===== src/rtl/cmcc_pkg.sv =====
// shared types and constants of the cascaded motor current controller
package cmcc_pkg;

    localparam int MOTOR_W = 2;

    localparam logic [1:0] MODE_HOLD   = 2'd0;
    localparam logic [1:0] MODE_VEL    = 2'd1;
    localparam logic [1:0] MODE_POS    = 2'd2;
    localparam logic [1:0] MODE_SEARCH = 2'd3;

    localparam logic [1:0] STG_IDLE = 2'd0;
    localparam logic [1:0] STG_UP   = 2'd1;
    localparam logic [1:0] STG_DOWN = 2'd2;
    localparam logic [1:0] STG_DONE = 2'd3;

    localparam logic [2:0] REG_MODE = 3'd0;
    localparam logic [2:0] REG_MASK = 3'd1;
    localparam logic [2:0] REG_KP   = 3'd2;
    localparam logic [2:0] REG_KI   = 3'd3;
    localparam logic [2:0] REG_PG   = 3'd4;

    localparam int INTEG_LIMIT  = 16667;
    localparam int DRIVE_LIMIT  = 15000;
    localparam int PERR_LIMIT   = 4000;
    localparam int VERR_LIMIT   = 1000;
    localparam int STALL_TICKS  = 100;
    localparam int SEARCH_SPEED = 100;
    // reciprocals for /100 (exact below 2^20) and /5 (exact below 2^18)
    localparam logic [20:0] RECIP_100 = 21'd1342178;
    localparam int          SHIFT_100 = 27;
    localparam logic [15:0] RECIP_5   = 16'd52429;
    localparam int          SHIFT_5   = 18;
    localparam int          QUO_LIMIT = 75000;

    typedef struct packed {
        logic [1:0]  mode;
        logic [3:0]  mask;
        logic [15:0] kp;
        logic [15:0] ki;
        logic [15:0] pg;
        logic        restart;
    } t_cfg;

    typedef struct packed {
        logic capture;
        logic st_pos;
        logic st_div;
        logic st_err;
        logic st_mul;
        logic st_sum;
        logic st_quo;
        logic commit;
    } t_cmd;

    typedef struct packed {
        logic out_free;
    } t_sts;

endpackage


===== src/rtl/cmcc_in_if.sv =====
// input word channel
interface cmcc_in_if;
    logic               valid;
    logic               ready;
    logic [1:0]         motor;
    logic signed [31:0] position;
    logic signed [15:0] velocity;
    logic signed [31:0] target_position;
    logic signed [15:0] target_velocity;

    modport source (output valid, motor, position, velocity, target_position,
                    target_velocity, input ready);
    modport sink (input valid, motor, position, velocity, target_position,
                  target_velocity, output ready);
endinterface


===== src/rtl/cmcc_out_if.sv =====
// result word channel
interface cmcc_out_if;
    logic               valid;
    logic               ready;
    logic [1:0]         motor_out;
    logic signed [14:0] drive_current;
    logic               windup_hit;
    logic [1:0]         search_stage;
    logic signed [15:0] limit_low;
    logic signed [15:0] limit_high;

    modport source (output valid, motor_out, drive_current, windup_hit, search_stage,
                    limit_low, limit_high, input ready);
    modport sink (input valid, motor_out, drive_current, windup_hit, search_stage,
                  limit_low, limit_high, output ready);
endinterface


===== src/rtl/cmcc_regs.sv =====
// apb configuration registers
module cmcc_regs import cmcc_pkg::*; (
    input  logic        i_clk,
    input  logic        i_rst_n,
    input  logic        psel,
    input  logic        penable,
    input  logic        pwrite,
    input  logic [4:0]  paddr,
    input  logic [31:0] pwdata,
    output logic [31:0] prdata,
    output logic        pready,
    output t_cfg        o_cfg
);
    logic [1:0]  r_mode;
    logic [3:0]  r_mask;
    logic [15:0] r_kp, r_ki, r_pg;
    logic [2:0]  idx;
    logic        wr;

    assign idx    = paddr[4:2];
    assign wr     = psel && penable && pwrite;
    assign pready = 1'b1;

    always_ff @(posedge i_clk) begin
        if (!i_rst_n) begin
            r_mode <= MODE_HOLD;
            r_mask <= 4'd1;
            r_kp   <= 16'd3328;
            r_ki   <= 16'd1536;
            r_pg   <= 16'd3840;
        end else if (wr) begin
            unique case (idx)
                REG_MODE: r_mode <= pwdata[1:0];
                REG_MASK: r_mask <= pwdata[3:0];
                REG_KP:   r_kp   <= pwdata[15:0];
                REG_KI:   r_ki   <= pwdata[15:0];
                REG_PG:   r_pg   <= pwdata[15:0];
                default: ;
            endcase
        end
    end

    always_comb begin
        unique case (idx)
            REG_MODE: prdata = {30'd0, r_mode};
            REG_MASK: prdata = {28'd0, r_mask};
            REG_KP:   prdata = {16'd0, r_kp};
            REG_KI:   prdata = {16'd0, r_ki};
            REG_PG:   prdata = {16'd0, r_pg};
            default:  prdata = 32'd0;
        endcase
    end

    assign o_cfg = '{mode: r_mode, mask: r_mask, kp: r_kp, ki: r_ki, pg: r_pg,
                     restart: wr && (idx == REG_MODE)};
endmodule


===== src/rtl/cmcc_ctrl.sv =====
// control sequencer stepping one word through the datapath
module cmcc_ctrl import cmcc_pkg::*; (
    input  logic i_clk,
    input  logic i_rst_n,
    input  logic i_in_valid,
    output logic o_in_ready,
    input  t_sts i_sts,
    output t_cmd o_cmd
);
    typedef enum logic [7:0] {
        S_IDLE = 8'b0000_0001,
        S_POS  = 8'b0000_0010,
        S_DIV  = 8'b0000_0100,
        S_ERR  = 8'b0000_1000,
        S_MUL  = 8'b0001_0000,
        S_SUM  = 8'b0010_0000,
        S_QUO  = 8'b0100_0000,
        S_DONE = 8'b1000_0000
    } t_state;

    t_state r_state, n_state;

    assign o_in_ready = (r_state == S_IDLE);

    always_comb begin
        o_cmd         = '0;
        n_state       = r_state;
        o_cmd.capture = o_in_ready && i_in_valid;
        unique case (r_state)
            S_IDLE: if (i_in_valid) n_state = S_POS;
            S_POS: begin o_cmd.st_pos = 1'b1; n_state = S_DIV; end
            S_DIV: begin o_cmd.st_div = 1'b1; n_state = S_ERR; end
            S_ERR: begin o_cmd.st_err = 1'b1; n_state = S_MUL; end
            S_MUL: begin o_cmd.st_mul = 1'b1; n_state = S_SUM; end
            S_SUM: begin o_cmd.st_sum = 1'b1; n_state = S_QUO; end
            S_QUO: begin o_cmd.st_quo = 1'b1; n_state = S_DONE; end
            S_DONE: begin
                // wait for the output register to free up
                if (i_sts.out_free) begin
                    o_cmd.commit = 1'b1;
                    n_state      = S_IDLE;
                end
            end
            default: n_state = S_IDLE;
        endcase
    end

    always_ff @(posedge i_clk) begin
        if (!i_rst_n) r_state <= S_IDLE;
        else          r_state <= n_state;
    end

`ifndef NO_ASSERTIONS
    a_commit_free: assert property (@(posedge i_clk) disable iff (!i_rst_n)
        o_cmd.commit |-> i_sts.out_free) else $error("commit without free slot");
    a_capture_busy: assert property (@(posedge i_clk) disable iff (!i_rst_n)
        o_cmd.capture |=> !o_in_ready) else $error("ready while busy");
    a_commit_idle: assert property (@(posedge i_clk) disable iff (!i_rst_n)
        o_cmd.commit |=> o_in_ready) else $error("not idle after commit");
`endif
endmodule


===== src/rtl/cmcc_dp.sv =====
// datapath: error math, shared pi arithmetic, per-motor state and result register
module cmcc_dp import cmcc_pkg::*; #(
    parameter int MOTOR_COUNT = 4
) (
    input  logic i_clk,
    input  logic i_rst_n,
    input  t_cfg i_cfg,
    input  t_cmd i_cmd,
    output t_sts o_sts,
    cmcc_in_if.sink   i_in,
    cmcc_out_if.source o_out
);
    logic [1:0]         r_motor;
    logic signed [31:0] r_pos, r_tpos;
    logic signed [15:0] r_vel, r_tvel;

    logic signed [15:0] r_integ [MOTOR_COUNT];
    logic signed [15:0] r_hold  [MOTOR_COUNT];
    logic [15:0]        r_low   [MOTOR_COUNT];
    logic [15:0]        r_high  [MOTOR_COUNT];
    logic [1:0]         r_stage [MOTOR_COUNT+1];
    logic [6:0]         r_stall;

    logic [27:0]        r_pmul;
    logic               r_pneg;
    logic [40:0]        r_pdiv;
    logic signed [16:0] r_verr;
    logic signed [17:0] r_sum;
    logic               r_hit;
    logic signed [37:0] r_p1;
    logic signed [38:0] r_p2;
    logic [16:0]        r_q;
    logic               r_dsat, r_dneg;
    logic [32:0]        r_qmul;

    logic               r_ovalid;
    logic [1:0]         r_omotor, r_ostage;
    logic signed [14:0] r_odrive;
    logic               r_ohit;
    logic [15:0]        r_olow, r_ohigh;

    logic               in_range, enabled, run;
    logic signed [15:0] cur_integ, cur_hold;
    logic [15:0]        cur_low, cur_high;
    logic [1:0]         cur_stage;

    assign in_range = int'(r_motor) < MOTOR_COUNT;
    assign enabled  = i_cfg.mask[r_motor];

    always_comb begin
        cur_integ = '0;
        cur_hold  = '0;
        cur_low   = '0;
        cur_high  = '0;
        cur_stage = STG_IDLE;
        for (int k = 0; k < MOTOR_COUNT; k++) begin
            if (int'(r_motor) == k) begin
                cur_integ = r_integ[k];
                cur_hold  = r_hold[k];
                cur_low   = r_low[k];
                cur_high  = r_high[k];
                cur_stage = r_stage[k];
            end
        end
    end

    always_comb begin
        unique case (i_cfg.mode) inside
            MODE_VEL, MODE_POS: run = in_range && enabled;
            MODE_SEARCH: run = in_range && (cur_stage == STG_UP || cur_stage == STG_DOWN);
            default:     run = 1'b0;
        endcase
    end

    // position error, clamped, and velocity error
    logic signed [32:0] pdiff;
    logic [11:0]        pabs;
    logic               pneg;
    logic signed [14:0] tv;
    logic signed [15:0] tsel;
    logic signed [16:0] vdiff, verr;
    logic signed [17:0] sum_raw, sum_sat;
    logic               hit;

    assign pdiff = 33'(r_tpos) - 33'(r_pos);
    assign pneg  = pdiff[32];

    always_comb begin
        if (pdiff > 33'sd4000 || pdiff < -33'sd4000) pabs = 12'(PERR_LIMIT);
        else if (pneg) pabs = 12'(-pdiff);
        else           pabs = pdiff[11:0];

        tv = r_pneg ? -15'(r_pdiv[40:SHIFT_100]) : 15'(r_pdiv[40:SHIFT_100]);
        if (i_cfg.mode == MODE_SEARCH)
            tsel = (cur_stage == STG_UP) ? 16'(SEARCH_SPEED) : -16'(SEARCH_SPEED);
        else
            tsel = r_tvel;
        vdiff = 17'(tsel) - 17'(r_vel);
        if (i_cfg.mode == MODE_POS)         verr = 17'(tv) - 17'(r_vel);
        else if (vdiff > 17'sd1000)         verr = 17'(VERR_LIMIT);
        else if (vdiff < -17'sd1000)        verr = -17'(VERR_LIMIT);
        else                                verr = vdiff;

        sum_raw = 18'(cur_integ) + 18'(verr);
        hit     = 1'b0;
        sum_sat = sum_raw;
        if (sum_raw > 18'sd16667) begin
            sum_sat = 18'(INTEG_LIMIT);
            hit     = 1'b1;
        end else if (sum_raw < -18'sd16667) begin
            sum_sat = -18'(INTEG_LIMIT);
            hit     = 1'b1;
        end
    end

    // drive numerator, truncated magnitude over 512
    logic [19:0]        kp10;
    logic signed [38:0] num;
    logic [38:0]        nmag;
    logic [29:0]        q512;

    assign kp10 = {1'b0, i_cfg.kp, 3'd0} + {3'd0, i_cfg.kp, 1'b0};
    assign num  = 39'(r_p1) + r_p2;
    assign nmag = num[38] ? 39'(-num) : 39'(num);
    assign q512 = nmag[38:9];

    always_ff @(posedge i_clk) begin
        if (i_cmd.capture) begin
            r_motor <= i_in.motor;
            r_pos   <= i_in.position;
            r_vel   <= i_in.velocity;
            r_tpos  <= i_in.target_position;
            r_tvel  <= i_in.target_velocity;
        end
        if (i_cmd.st_pos) begin
            r_pmul <= 28'(i_cfg.pg) * 28'(pabs);
            r_pneg <= pneg;
        end
        if (i_cmd.st_div) r_pdiv <= 41'(r_pmul[27:8]) * 41'(RECIP_100);
        if (i_cmd.st_err) begin
            r_verr <= verr;
            r_sum  <= sum_sat;
            r_hit  <= hit;
        end
        if (i_cmd.st_mul) begin
            r_p1 <= 38'($signed({1'b0, kp10})) * 38'(r_verr);
            r_p2 <= 39'($signed({1'b0, i_cfg.ki})) * 39'(r_sum);
        end
        if (i_cmd.st_sum) begin
            r_dsat <= q512 >= 30'(QUO_LIMIT);
            r_q    <= q512[16:0];
            r_dneg <= num[38];
        end
        if (i_cmd.st_quo) r_qmul <= 33'(r_q) * 33'(RECIP_5);
    end

    // commit of per-motor state
    logic signed [15:0] dmag, drive, new_hold;
    logic [6:0]         stall_inc, new_stall;
    logic [1:0]         new_stage;
    logic [15:0]        new_low, new_high;
    logic               stall_end, done_stage;

    assign dmag = r_dsat ? 16'(DRIVE_LIMIT) : 16'(r_qmul[32:SHIFT_5]);
    assign drive = r_dneg ? -dmag : dmag;
    assign stall_inc = r_stall + 7'd1;
    assign stall_end = r_hit && (stall_inc > 7'(STALL_TICKS));
    assign done_stage = in_range && (i_cfg.mode == MODE_SEARCH) && (cur_stage == STG_DONE);

    always_comb begin
        new_hold  = cur_hold;
        new_stall = r_stall;
        new_stage = cur_stage;
        new_low   = cur_low;
        new_high  = cur_high;
        if (run) begin
            new_hold = drive;
            if (i_cfg.mode == MODE_SEARCH) begin
                new_stall = r_hit ? stall_inc : 7'd0;
                if (stall_end) begin
                    new_stall = 7'd0;
                    if (cur_stage == STG_UP) begin
                        new_low   = r_pos[15:0];
                        new_stage = STG_DOWN;
                    end else begin
                        new_high  = r_pos[15:0];
                        new_stage = STG_DONE;
                    end
                end
            end
        end else if (done_stage) begin
            new_hold  = '0;
            new_stage = STG_IDLE;
        end
    end

    always_ff @(posedge i_clk) begin
        if (!i_rst_n) begin
            for (int k = 0; k < MOTOR_COUNT; k++) begin
                r_integ[k] <= '0;
                r_hold[k]  <= '0;
                r_low[k]   <= '0;
                r_high[k]  <= '0;
            end
            for (int k = 0; k <= MOTOR_COUNT; k++) r_stage[k] <= (k == 0) ? STG_UP : STG_IDLE;
            r_stall <= '0;
        end else if (i_cfg.restart) begin
            for (int k = 0; k < MOTOR_COUNT; k++) begin
                r_low[k]  <= '0;
                r_high[k] <= '0;
            end
            for (int k = 0; k <= MOTOR_COUNT; k++) r_stage[k] <= (k == 0) ? STG_UP : STG_IDLE;
            r_stall <= '0;
        end else if (i_cmd.commit && in_range) begin
            for (int k = 0; k < MOTOR_COUNT; k++) begin
                if (int'(r_motor) == k) begin
                    if (run) r_integ[k] <= 16'(r_sum);
                    r_hold[k]  <= new_hold;
                    r_low[k]   <= new_low;
                    r_high[k]  <= new_high;
                    r_stage[k] <= new_stage;
                end
            end
            // search hands over to the next motor
            if (done_stage) begin
                for (int k = 1; k <= MOTOR_COUNT; k++)
                    if (int'(r_motor) + 1 == k) r_stage[k] <= STG_UP;
            end
            r_stall <= new_stall;
        end
    end

    // result register
    always_ff @(posedge i_clk) begin
        if (!i_rst_n) begin
            r_ovalid <= 1'b0;
        end else if (i_cmd.commit) begin
            r_ovalid <= 1'b1;
        end else if (o_out.ready) begin
            r_ovalid <= 1'b0;
        end
        if (i_cmd.commit) begin
            r_omotor <= r_motor;
            r_odrive <= in_range ? new_hold[14:0] : '0;
            r_ohit   <= run && r_hit;
            r_ostage <= in_range ? new_stage : STG_IDLE;
            r_olow   <= in_range ? new_low : '0;
            r_ohigh  <= in_range ? new_high : '0;
        end
    end

    assign o_sts.out_free    = !r_ovalid || o_out.ready;
    assign o_out.valid        = r_ovalid;
    assign o_out.motor_out    = r_omotor;
    assign o_out.drive_current = r_odrive;
    assign o_out.windup_hit   = r_ohit;
    assign o_out.search_stage = r_ostage;
    assign o_out.limit_low    = r_olow;
    assign o_out.limit_high   = r_ohigh;
endmodule


===== src/rtl/cascaded_motor_current_controller_unit.sv =====
// top level of the cascaded motor current controller
// Each input word is one control tick for one motor; the block works on one word
// at a time. A word is taken and then steps through the datapath (position
// multiply, divide by reciprocal, error and integrator, the two gain multiplies,
// numerator sum, divide by five) and a commit step that writes its result to the
// output register. The next word is accepted while the previous result still
// waits in the output register; a result that is ready to commit while the
// previous one still waits holds the sequencer in its commit state. Gains and
// mode must be set over the apb port only while no word is in flight; the block
// itself does not enforce this.
module cascaded_motor_current_controller_unit import cmcc_pkg::*; #(
    parameter int MOTOR_COUNT = 4
) (
    input  logic        i_clk,
    input  logic        i_rst_n,
    input  logic        psel,
    input  logic        penable,
    input  logic        pwrite,
    input  logic [4:0]  paddr,
    input  logic [31:0] pwdata,
    output logic [31:0] prdata,
    output logic        pready,
    cmcc_in_if.sink     i_in,
    cmcc_out_if.source  o_out
);
    t_cfg cfg;
    t_cmd cmd;
    t_sts sts;

    cmcc_regs u_regs (
        .i_clk, .i_rst_n, .psel, .penable, .pwrite, .paddr, .pwdata,
        .prdata, .pready, .o_cfg(cfg)
    );

    cmcc_ctrl u_ctrl (
        .i_clk, .i_rst_n, .i_in_valid(i_in.valid), .o_in_ready(i_in.ready),
        .i_sts(sts), .o_cmd(cmd)
    );

    cmcc_dp #(.MOTOR_COUNT(MOTOR_COUNT)) u_dp (
        .i_clk, .i_rst_n, .i_cfg(cfg), .i_cmd(cmd), .o_sts(sts),
        .i_in(i_in), .o_out(o_out)
    );
endmodule


===== src/flat_wrapper.sv =====
// flat-port wrapper written by rule: the top's interface ports become plain ports
module cascaded_motor_current_controller_unit_flat import cmcc_pkg::*;
#(
    parameter int MOTOR_COUNT = 4
)
  (i_clk, i_rst_n, psel, penable, pwrite, paddr, pwdata, prdata, pready, i_in_valid, i_in_motor, i_in_position, i_in_velocity, i_in_target_position, i_in_target_velocity, i_in_ready, o_out_valid, o_out_motor_out, o_out_drive_current, o_out_windup_hit, o_out_search_stage, o_out_limit_low, o_out_limit_high, o_out_ready);
  cmcc_in_if i_in_i ();
  cmcc_out_if o_out_i ();
  input  logic i_clk;
  input  logic i_rst_n;
  input  logic psel;
  input  logic penable;
  input  logic pwrite;
  input  logic [4:0] paddr;
  input  logic [31:0] pwdata;
  output logic [31:0] prdata;
  output logic pready;
  input wire logic [$bits(i_in_i.valid)-1:0] i_in_valid;
  input wire logic [$bits(i_in_i.motor)-1:0] i_in_motor;
  input wire logic [$bits(i_in_i.position)-1:0] i_in_position;
  input wire logic [$bits(i_in_i.velocity)-1:0] i_in_velocity;
  input wire logic [$bits(i_in_i.target_position)-1:0] i_in_target_position;
  input wire logic [$bits(i_in_i.target_velocity)-1:0] i_in_target_velocity;
  output wire logic [$bits(i_in_i.ready)-1:0] i_in_ready;
  output wire logic [$bits(o_out_i.valid)-1:0] o_out_valid;
  output wire logic [$bits(o_out_i.motor_out)-1:0] o_out_motor_out;
  output wire logic [$bits(o_out_i.drive_current)-1:0] o_out_drive_current;
  output wire logic [$bits(o_out_i.windup_hit)-1:0] o_out_windup_hit;
  output wire logic [$bits(o_out_i.search_stage)-1:0] o_out_search_stage;
  output wire logic [$bits(o_out_i.limit_low)-1:0] o_out_limit_low;
  output wire logic [$bits(o_out_i.limit_high)-1:0] o_out_limit_high;
  input wire logic [$bits(o_out_i.ready)-1:0] o_out_ready;
  assign i_in_i.valid = i_in_valid;
  assign i_in_i.motor = i_in_motor;
  assign i_in_i.position = i_in_position;
  assign i_in_i.velocity = i_in_velocity;
  assign i_in_i.target_position = i_in_target_position;
  assign i_in_i.target_velocity = i_in_target_velocity;
  assign i_in_ready = i_in_i.ready;
  assign o_out_valid = o_out_i.valid;
  assign o_out_motor_out = o_out_i.motor_out;
  assign o_out_drive_current = o_out_i.drive_current;
  assign o_out_windup_hit = o_out_i.windup_hit;
  assign o_out_search_stage = o_out_i.search_stage;
  assign o_out_limit_low = o_out_i.limit_low;
  assign o_out_limit_high = o_out_i.limit_high;
  assign o_out_i.ready = o_out_ready;
  cascaded_motor_current_controller_unit #(.MOTOR_COUNT(MOTOR_COUNT)) u_core (.i_clk(i_clk), .i_rst_n(i_rst_n), .psel(psel), .penable(penable), .pwrite(pwrite), .paddr(paddr), .pwdata(pwdata), .prdata(prdata), .pready(pready), .i_in(i_in_i), .o_out(o_out_i));
endmodule

===== config.mk =====
export PLATFORM = sky130hd
export DESIGN_NAME = cascaded_motor_current_controller_unit_flat
export DESIGN_NICKNAME = d
export VERILOG_FILES = /design/src/rtl/cmcc_pkg.sv /design/src/rtl/cmcc_in_if.sv /design/src/rtl/cmcc_out_if.sv /design/src/rtl/cmcc_regs.sv /design/src/rtl/cmcc_ctrl.sv /design/src/rtl/cmcc_dp.sv /design/src/rtl/cascaded_motor_current_controller_unit.sv /design/src/flat_wrapper.sv
export SDC_FILE = /design/constraint.sdc
export NUM_CORES = 2
export LEC_CHECK = 0
export BUFFER_PORTS_ARGS = -buffer_cell sky130_fd_sc_hd__buf_2
export CAP_MARGIN = 20
export CORE_MARGIN = 3
export CORE_UTILIZATION = 50
export CTS_BUF_LIST = sky130_fd_sc_hd__clkbuf_4
export DETAILED_ROUTE_END_ITERATION = 12
export HOLD_SLACK_MARGIN = 0.02
export PLACE_DENSITY = 0.69
export SKIP_LAST_GASP = 1
export SLEW_MARGIN = 30
export SYNTH_ARGS = -nofsm -noshare
export SYNTH_HDL_FRONTEND = slang
export SYNTH_SLANG_ARGS = --single-unit

===== constraint.sdc =====
create_clock -name i_clk -period 9.9 [get_ports i_clk]
set_clock_uncertainty 0.2 [all_clocks]
set_input_delay 1.98 -clock i_clk [delete_from_list [all_inputs] [get_ports i_clk]]
set_output_delay 1.98 -clock i_clk [all_outputs]
set_load 0.05 [all_outputs]

== After elaboration in Yosys (flattened, before gate mapping) ==
Memories as Yosys holds them, arrays and structs flattened.
Cells that the tools add are included.
Word-level totals
  register bits after elaboration: 454
  latch bits: 0
  RAM bits: 266
  bits in read-only memories: 0
  input bits: 142
  output and inout bits: 87
  word-level logic and storage cells: 325
  memories: 5
Memories
  u_core.u_dp.r_high: words 4, width 16, rd ports 4, clocked after Yosys merged registers in 0, wr ports 4, line cmcc_dp.sv:20  | logic [15:0] r_high [MOTOR_COUNT];
  u_core.u_dp.r_hold: words 4, width 16, rd ports 4, clocked after Yosys merged registers in 0, wr ports 4, line cmcc_dp.sv:18  | logic signed [15:0] r_hold [MOTOR_COUNT];
  u_core.u_dp.r_integ: words 4, width 16, rd ports 4, clocked after Yosys merged registers in 0, wr ports 4, line cmcc_dp.sv:17  | logic signed [15:0] r_integ [MOTOR_COUNT];
  u_core.u_dp.r_low: words 4, width 16, rd ports 4, clocked after Yosys merged registers in 0, wr ports 4, line cmcc_dp.sv:19  | logic [15:0] r_low [MOTOR_COUNT];
  u_core.u_dp.r_stage: words 5, width 2, rd ports 4, clocked after Yosys merged registers in 0, wr ports 5, line cmcc_dp.sv:21  | logic [1:0] r_stage [MOTOR_COUNT+1];
Cells by class
  add/subtract/negate cells: 12
  multiply operators: 5
  div/mod/pow operators: 0
  order comparisons: 9
  equal/unequal tests: 27
  shifts and indexed selects: 0
  multiplexer cells: 173
  bitwise logic cells: 38
  reduce and logical (&&, ||, !) cells: 24
Operators by type and width (count)
  two-way mux 16 bit: 53
  two-way mux 1 bit: 82
  one-hot mux 16 bit (5 select lines): 1
  equality test 32 x 3 -> 1 bit, second input constant: 2
  one-hot mux 8 bit (8 select lines): 1
  two-way mux 17 bit: 3
  two-way mux 2 bit: 21
  multiplier 20 x 20 -> 40 bit, second input constant: 1
  adder 38 x 39 -> 39 bit: 1
  two-way mux 39 bit: 1
  negator 39 bit: 1
  multiplier 21 x 17 -> 38 bit: 1
  bitwise OR 1 bit: 37
  multiplier 17 x 18 -> 35 bit: 1
  greater-than comparator 33 x 13 -> 1 bit, second input constant: 1
  < comparator 33 x 13 -> 1 bit, second input constant: 1
  multiplier 17 x 16 -> 33 bit, second input constant: 1
  subtractor 32 x 32 -> 33 bit: 1
  equality test 32 x 2 -> 1 bit, second input constant: 1
  greater-or-equal comparator 30 x 17 -> 1 bit, second input constant: 1
  two-way mux 15 bit: 2
  multiplier 16 x 12 -> 28 bit: 1
  two-way mux 12 bit: 2
  adder 19 x 17 -> 20 bit: 1
  44 further kinds: 70

== Logic depth before layout (Yosys ltp) ==
  depth after elaboration: 16
  mapped depth: 43
  gate-level depth less buffers: 40

== Worst setup path before layout ==
OpenSTA, ideal clock, no wires.
  kind: reg2reg
  start point: reg u_core.u_dp.r_motor[0]
  end point: reg u_core.u_dp.r_sum[0], data pin
  library setup time: 0.270 ns
  data arrival time: 9.023 ns
  data required time: 9.430 ns
  slack: 0.407 ns
  stages on the path, launching flop included: 36
  path buffers: 2
  clock period less this slack: 9.493 ns
  cells stage by stage: edfxtp_1 clkbuf_1 buf_1 mux4_2 ha_1 nand2b_1 o21ai_0 ha_1 a21boi_0 o21ai_0 a21boi_0 o21ai_0 a21boi_0 o21ai_0 a21oi_1 o2111ai_1 a21oi_1 or3b_2 o41a_1 or3_1 o21ai_0 ha_1 a21o_1 a21oi_1 o21bai_1 a21oi_1 o21bai_1 a21oi_1 nor2b_1 o21a_1 o41a_1 a211o_1 o21a_1 o31a_1 o31ai_1 or3b_2
On the way
  longest elaborated chain between the ends: 16
  elaborated cells between the ends (all ways): 25
  those cells by class: add/sub (2); order compare (4); eq/ne (4); mux (13); reduce/logical (2)
Ends and longest elaborated chain
  start, declared: line cmcc_dp.sv:13  | logic [1:0] r_motor;
  start signal, assigned: line cmcc_dp.sv:129  | r_motor <= i_in.motor;
  logical NOT 2 bit: line cmcc_dp.sv:57  | if (int'(r_motor) == k) begin
  two-way mux 2 bit (3 in a row): line cmcc_dp.sv:57
  two-way mux 2 bit *: line cmcc_dp.sv:57
  equality test 2 x 1 -> 1 bit *: line cmcc_dp.sv:95  | tsel = (cur_stage == STG_UP) ? 16'(SEARCH_SPEED) : -16'(SEARCH_SPEED);
  two-way mux 16 bit *: line cmcc_dp.sv:95
  two-way mux 16 bit *: line cmcc_dp.sv:94  | if (i_cfg.mode == MODE_SEARCH)
  subtractor 16 x 16 -> 17 bit *: line cmcc_dp.sv:98  | vdiff = 17'(tsel) - 17'(r_vel);
  < comparator 17 x 11 -> 1 bit: line cmcc_dp.sv:101  | else if (vdiff < -17'sd1000) verr = -17'(VERR_LIMIT);
  two-way mux 17 bit: line cmcc_dp.sv:101
  two-way mux 17 bit *: line cmcc_dp.sv:100  | else if (vdiff > 17'sd1000) verr = 17'(VERR_LIMIT);
  two-way mux 17 bit *: line cmcc_dp.sv:99  | if (i_cfg.mode == MODE_POS) verr = 17'(tv) - 17'(r_vel);
  via u_core.u_dp.verr[1]: line cmcc_dp.sv:81  | logic signed [16:0] vdiff, verr;
  adder 16 x 17 -> 18 bit *: line cmcc_dp.sv:104  | sum_raw = 18'(cur_integ) + 18'(verr);
  greater-than comparator 18 x 16 -> 1 bit / < comparator 18 x 16 -> 1 bit (equally long branches): line cmcc_dp.sv:107, cmcc_dp.sv:110
  OR reduction 2 bit (no source line) *
  end signal, assigned: line cmcc_dp.sv:142  | r_sum <= sum_sat;
  end, declared: line cmcc_dp.sv:28  | logic signed [17:0] r_sum;
The timed path passes the listed nets; every way through them passes the cells marked *.
A chain may end at the register's enable or synchronous reset.

== Worst setup path after layout ==
  start point: reg u_core.u_dp.r_pos[5]
  end point: reg u_core.u_dp.r_pmul[27], data pin
On the way
  longest elaborated chain between the ends: 5
  elaborated cells between the ends (all ways): 8
  those cells by class: add/sub (2); mul (1); order compare (2); mux (2); reduce/logical (1)
Ends and longest elaborated chain
  start, declared: line cmcc_dp.sv:14  | logic signed [31:0] r_pos, r_tpos;
  start signal, assigned: line cmcc_dp.sv:130  | r_pos <= i_in.position;
  subtractor 32 x 32 -> 33 bit *: line cmcc_dp.sv:85  | assign pdiff = 33'(r_tpos) - 33'(r_pos);
  greater-than comparator 33 x 13 -> 1 bit, or another cell as far along: line cmcc_dp.sv:89  | if (pdiff > 33'sd4000 || pdiff < -33'sd4000) pabs = 12'(PERR_LIMIT);
  logical OR 1 bit / two-way mux 12 bit (equally long branches): line cmcc_dp.sv:89, cmcc_dp.sv:90
  two-way mux 12 bit *: line cmcc_dp.sv:89
  multiplier 16 x 12 -> 28 bit *: line cmcc_dp.sv:136  | r_pmul <= 28'(i_cfg.pg) * 28'(pabs);
  end signal, assigned: line cmcc_dp.sv:136
  end, declared: line cmcc_dp.sv:24  | logic [27:0] r_pmul;
Every way passes the cells marked *; elsewhere a longest branch is shown, timed or not.

==> results.cfg <==
[critical_path]
path_class = flip-flop to flip-flop
reg2regPathDepth = 35
worst-endpoint-required_ps = 10610
critPathArrivalTime_ps = 10290
slowest_delay_ps = 550
cp-endpoint = u_core.u_dp.r_pmul[27]
crit_path_end_kind = flip-flop
startpoint_type = flip-flop
crit_top_cell = fa_1
r2r_setup_slack_ps = 330
r2r-start = u_core.u_dp.r_pos[5]
crit_fanout = 13
critPathLaunch = u_core.u_dp.r_pos[5]
cpMaxStageDelayCell = fa_1
rr_endpoint = u_core.u_dp.r_pmul[27]

[routing]
drt-total-wl_mm = 184.7
firstDrtPassIters = 6
drt-vias-per-instance = 5.489
drc = 0
final_antenna_net_count = 0
vias = 51810
drt_iter0_drc = 3703
wire_per_inst_um = 19.57

[min_path]
min_from = u_core.u_regs.r_ki[4]
hold_path.class = flip-flop to flip-flop

[placement]
io_buffers = 193
post-place-ws_ps = -221.5
routabilityCongestion = 0.9247
placedCellCount = 9089
dp_hpwl_mm = 143.9

[grt]
gr-usage-all-layers_pct = 25.23
antenna_found_initial = 9
grt_max_degree = 73
grt_pass1_vias = 53760
grt_pass1_wl_mm = 293.8
grt_overflow_total = 0

[clock_tree]
cts_tree = built
clkTransAtPathRegs_ps = 70
cts_buffer_depth = 3
hold_buffers = 0
numCtsBuffers = 177
cts.sinks = 657
cts-root-buf = clkbuf_4
cts_max_level = 4
clk_latency_ps = 1160

[floorplan]
ios = 229
core_area_um2 = 142600
die_w_um = 386.3
dieArea_um2 = 149200
start_util_pct = 50.69
rows = 138
die_h_um = 386.3

[timing]
fin_crit_ps = 9574
hold_viol = 0
worst_pin_slew_ps = 1026
finalSetupTns_ps = 0
relSlewSlack_pct = 31.48
fin_ws_ps = 326.1
max_freq_ghz = 0.1045
maxSlewViolCount = 0
rsz0062_at_grt = true
hold_slack_ps = 274.4
fin_crit_sh_pct = 96.71
setup_viol = 0

[flow_run]
drv_cap = 0

[power_and_ir_drop]
powerDensity_nw_per_um2 = 120.5
vdd_drop_max_mv = 0.1517
leakage_nw = 36.63

[synth]
synth_top_cell_by_area = fa_1
yosysUniqueCellTypes = 88
synthTopCellsByArea = fa_1, edfxtp_1, ha_1, inv_1, nand2_1
synth_common_cells = inv_1, fa_1, ha_1
synth_area_um2 = 72300
synth_most_common_cell = inv_1
synth.area.mux_share_pct = 2.783
yosys.area.top_type_share_pct = 25.61
synth_edf_count = 555
synth-compound-area-share_pct = 7.726
avgSynthCellArea_um2 = 10.12
synth_seq_area_share_pct = 25.88
synth_adder_area_share_pct = 39.13
yosysWarnings = 0
synth_flop_cell = edfxtp_1
yosys.area_share.simple_pct = 13.04
synth-seq-cells = 657
synth_top_family_by_area = adder cells
syn_inst = 7144
synth_xor_area_share_pct = 3.138
synthArstFlopShare_pct = 0

[layout]
seq_area_um2 = 18710
multi_input_area_um2 = 48080
area_growth_pct = 8.674
fillers = 12570
final_cell_count_no_fill = 9438
final_util_pct = 55.09
layout-drive-gt1-share_pct = 11.38
nets = 9242

[outcome]
outcome = complete, no violations
==> metal layers <==
layer  track usage, %  wire (um)  vias to the layer above
li1                 -          -                    23810
met1            35.69      80440                    25890
met2            39.42      84360                     1823
met3            4.704      14430                      278
met4            7.953       5444                        4
met5                0         21                        -
==> layout make-up <==
class / instances / area share, %
repair buffers: 341 / 2.699
multi-input cells: 4924 / 61.19
diodes: 7 / 0.02230
clock inverters: 71 / 0.6450
well taps: 1890 / 3.010
clock buffers: 255 / 2.437
inverters: 1293 / 6.177
flip-flops and latches: 657 / 23.81
==> sequential cells by signal, summed over array words and instances, names as in the netlist, 16 cells and up <==
signal,count
u_core.u_dp.r_integ,64
u_core.u_dp.o_out.limit_high,16
u_core.u_dp.r_tpos,32
u_core.u_dp.r_hold,60
u_core.u_regs.r_pg,16
u_core.u_regs.r_ki,16
u_core.u_dp.r_sum,18
u_core.u_dp.r_p1,37
u_core.u_regs.r_kp,16
u_core.u_dp.r_q,17
u_core.u_dp.r_vel,16
u_core.u_dp.r_p2,35
u_core.u_dp.r_pos,32
u_core.u_dp.r_low,64
u_core.u_dp.o_out.limit_low,16
u_core.u_dp.r_high,64
u_core.u_dp.r_verr,17
u_core.u_dp.r_pmul,20
u_core.u_dp.r_tvel,16
==> kinds of logic (layout without fill, tap and decap cells) <==
kind of cell,Yosys count,in the layout
simple gates,1949,1949
fa+ha+maj,1706,1706
buf+inv,1578,1960
compound gates,877,877
flops,657,657
xor+xnor,259,259
mux,116,116
other cells,2,24
==> power breakdown <==
group | internal [mW] | leakage (nW) | switching (mW)
logic | 1.52 | 29.1 | 2.11
registers | 3.20 | 6.13 | 0.0520
clock network | 1.30 | 1.43 | 1.29
total | 6.02 | 36.6 | 3.45
==> how the worst min path moves through the flow <==
stage	to	slack (ps)	cells after the start
floorplan	u_core.u_dp.o_out.motor_out[0]	220	0
global placement	u_core.u_regs.r_ki[4]	260	2
detailed placement	u_core.u_regs.r_ki[4]	270	2
CTS	u_core.u_regs.r_ki[4]	280	2
global route	u_core.u_regs.r_ki[4]	320	2
finish	u_core.u_regs.r_ki[4]	270	2
==> critical path, delay by kind of cell (launching register included) <==
kind | cells | cell delay (ps)
AOI/OAI and AO/OA | 9 | 1860
adders and majority gates | 7 | 3110
buffers and inverters | 7 | 720
DFF | 1 | 420
muxes | 1 | 220
and+or+nand+nor | 11 | 2810
==> cell usage in the layout, fill, tap and decap left out, types with 177 or more instances in the layout <==
| master | instances |
|---|---|
| fa_1 | 921 |
| inv_1 | 1287 |
| o21ai_0 | 185 |
| xnor2_1 | 177 |
| buf_2 | 194 |
| ha_1 | 770 |
| a21oi_1 | 249 |
| clkbuf_4 | 255 |
| edfxtp_1 | 555 |
| nor2_1 | 366 |
| and2_1 | 343 |
| nand2_1 | 715 |
==> what timing repair did <==
item                       CTS  global route
resized for setup            7            76
setup endpoints to repair    3            37
setup buffers                0            14
pin swaps                    0            28
gates cloned                 0             1
==> per-stage QoR <==
| step | cell area (um^2) | total power, mW |
|---|---|---|
| floorplan | 72350 | 5.882 |
| global placement | 75590 | 6.752 |
| detailed placement | 75620 | 6.847 |
| CTS | 78080 | 9.485 |
| global route | 78560 | 10.14 |
| finish | 78570 | 9.470 |
Note: power is estimated with default switching activity, not from simulation.
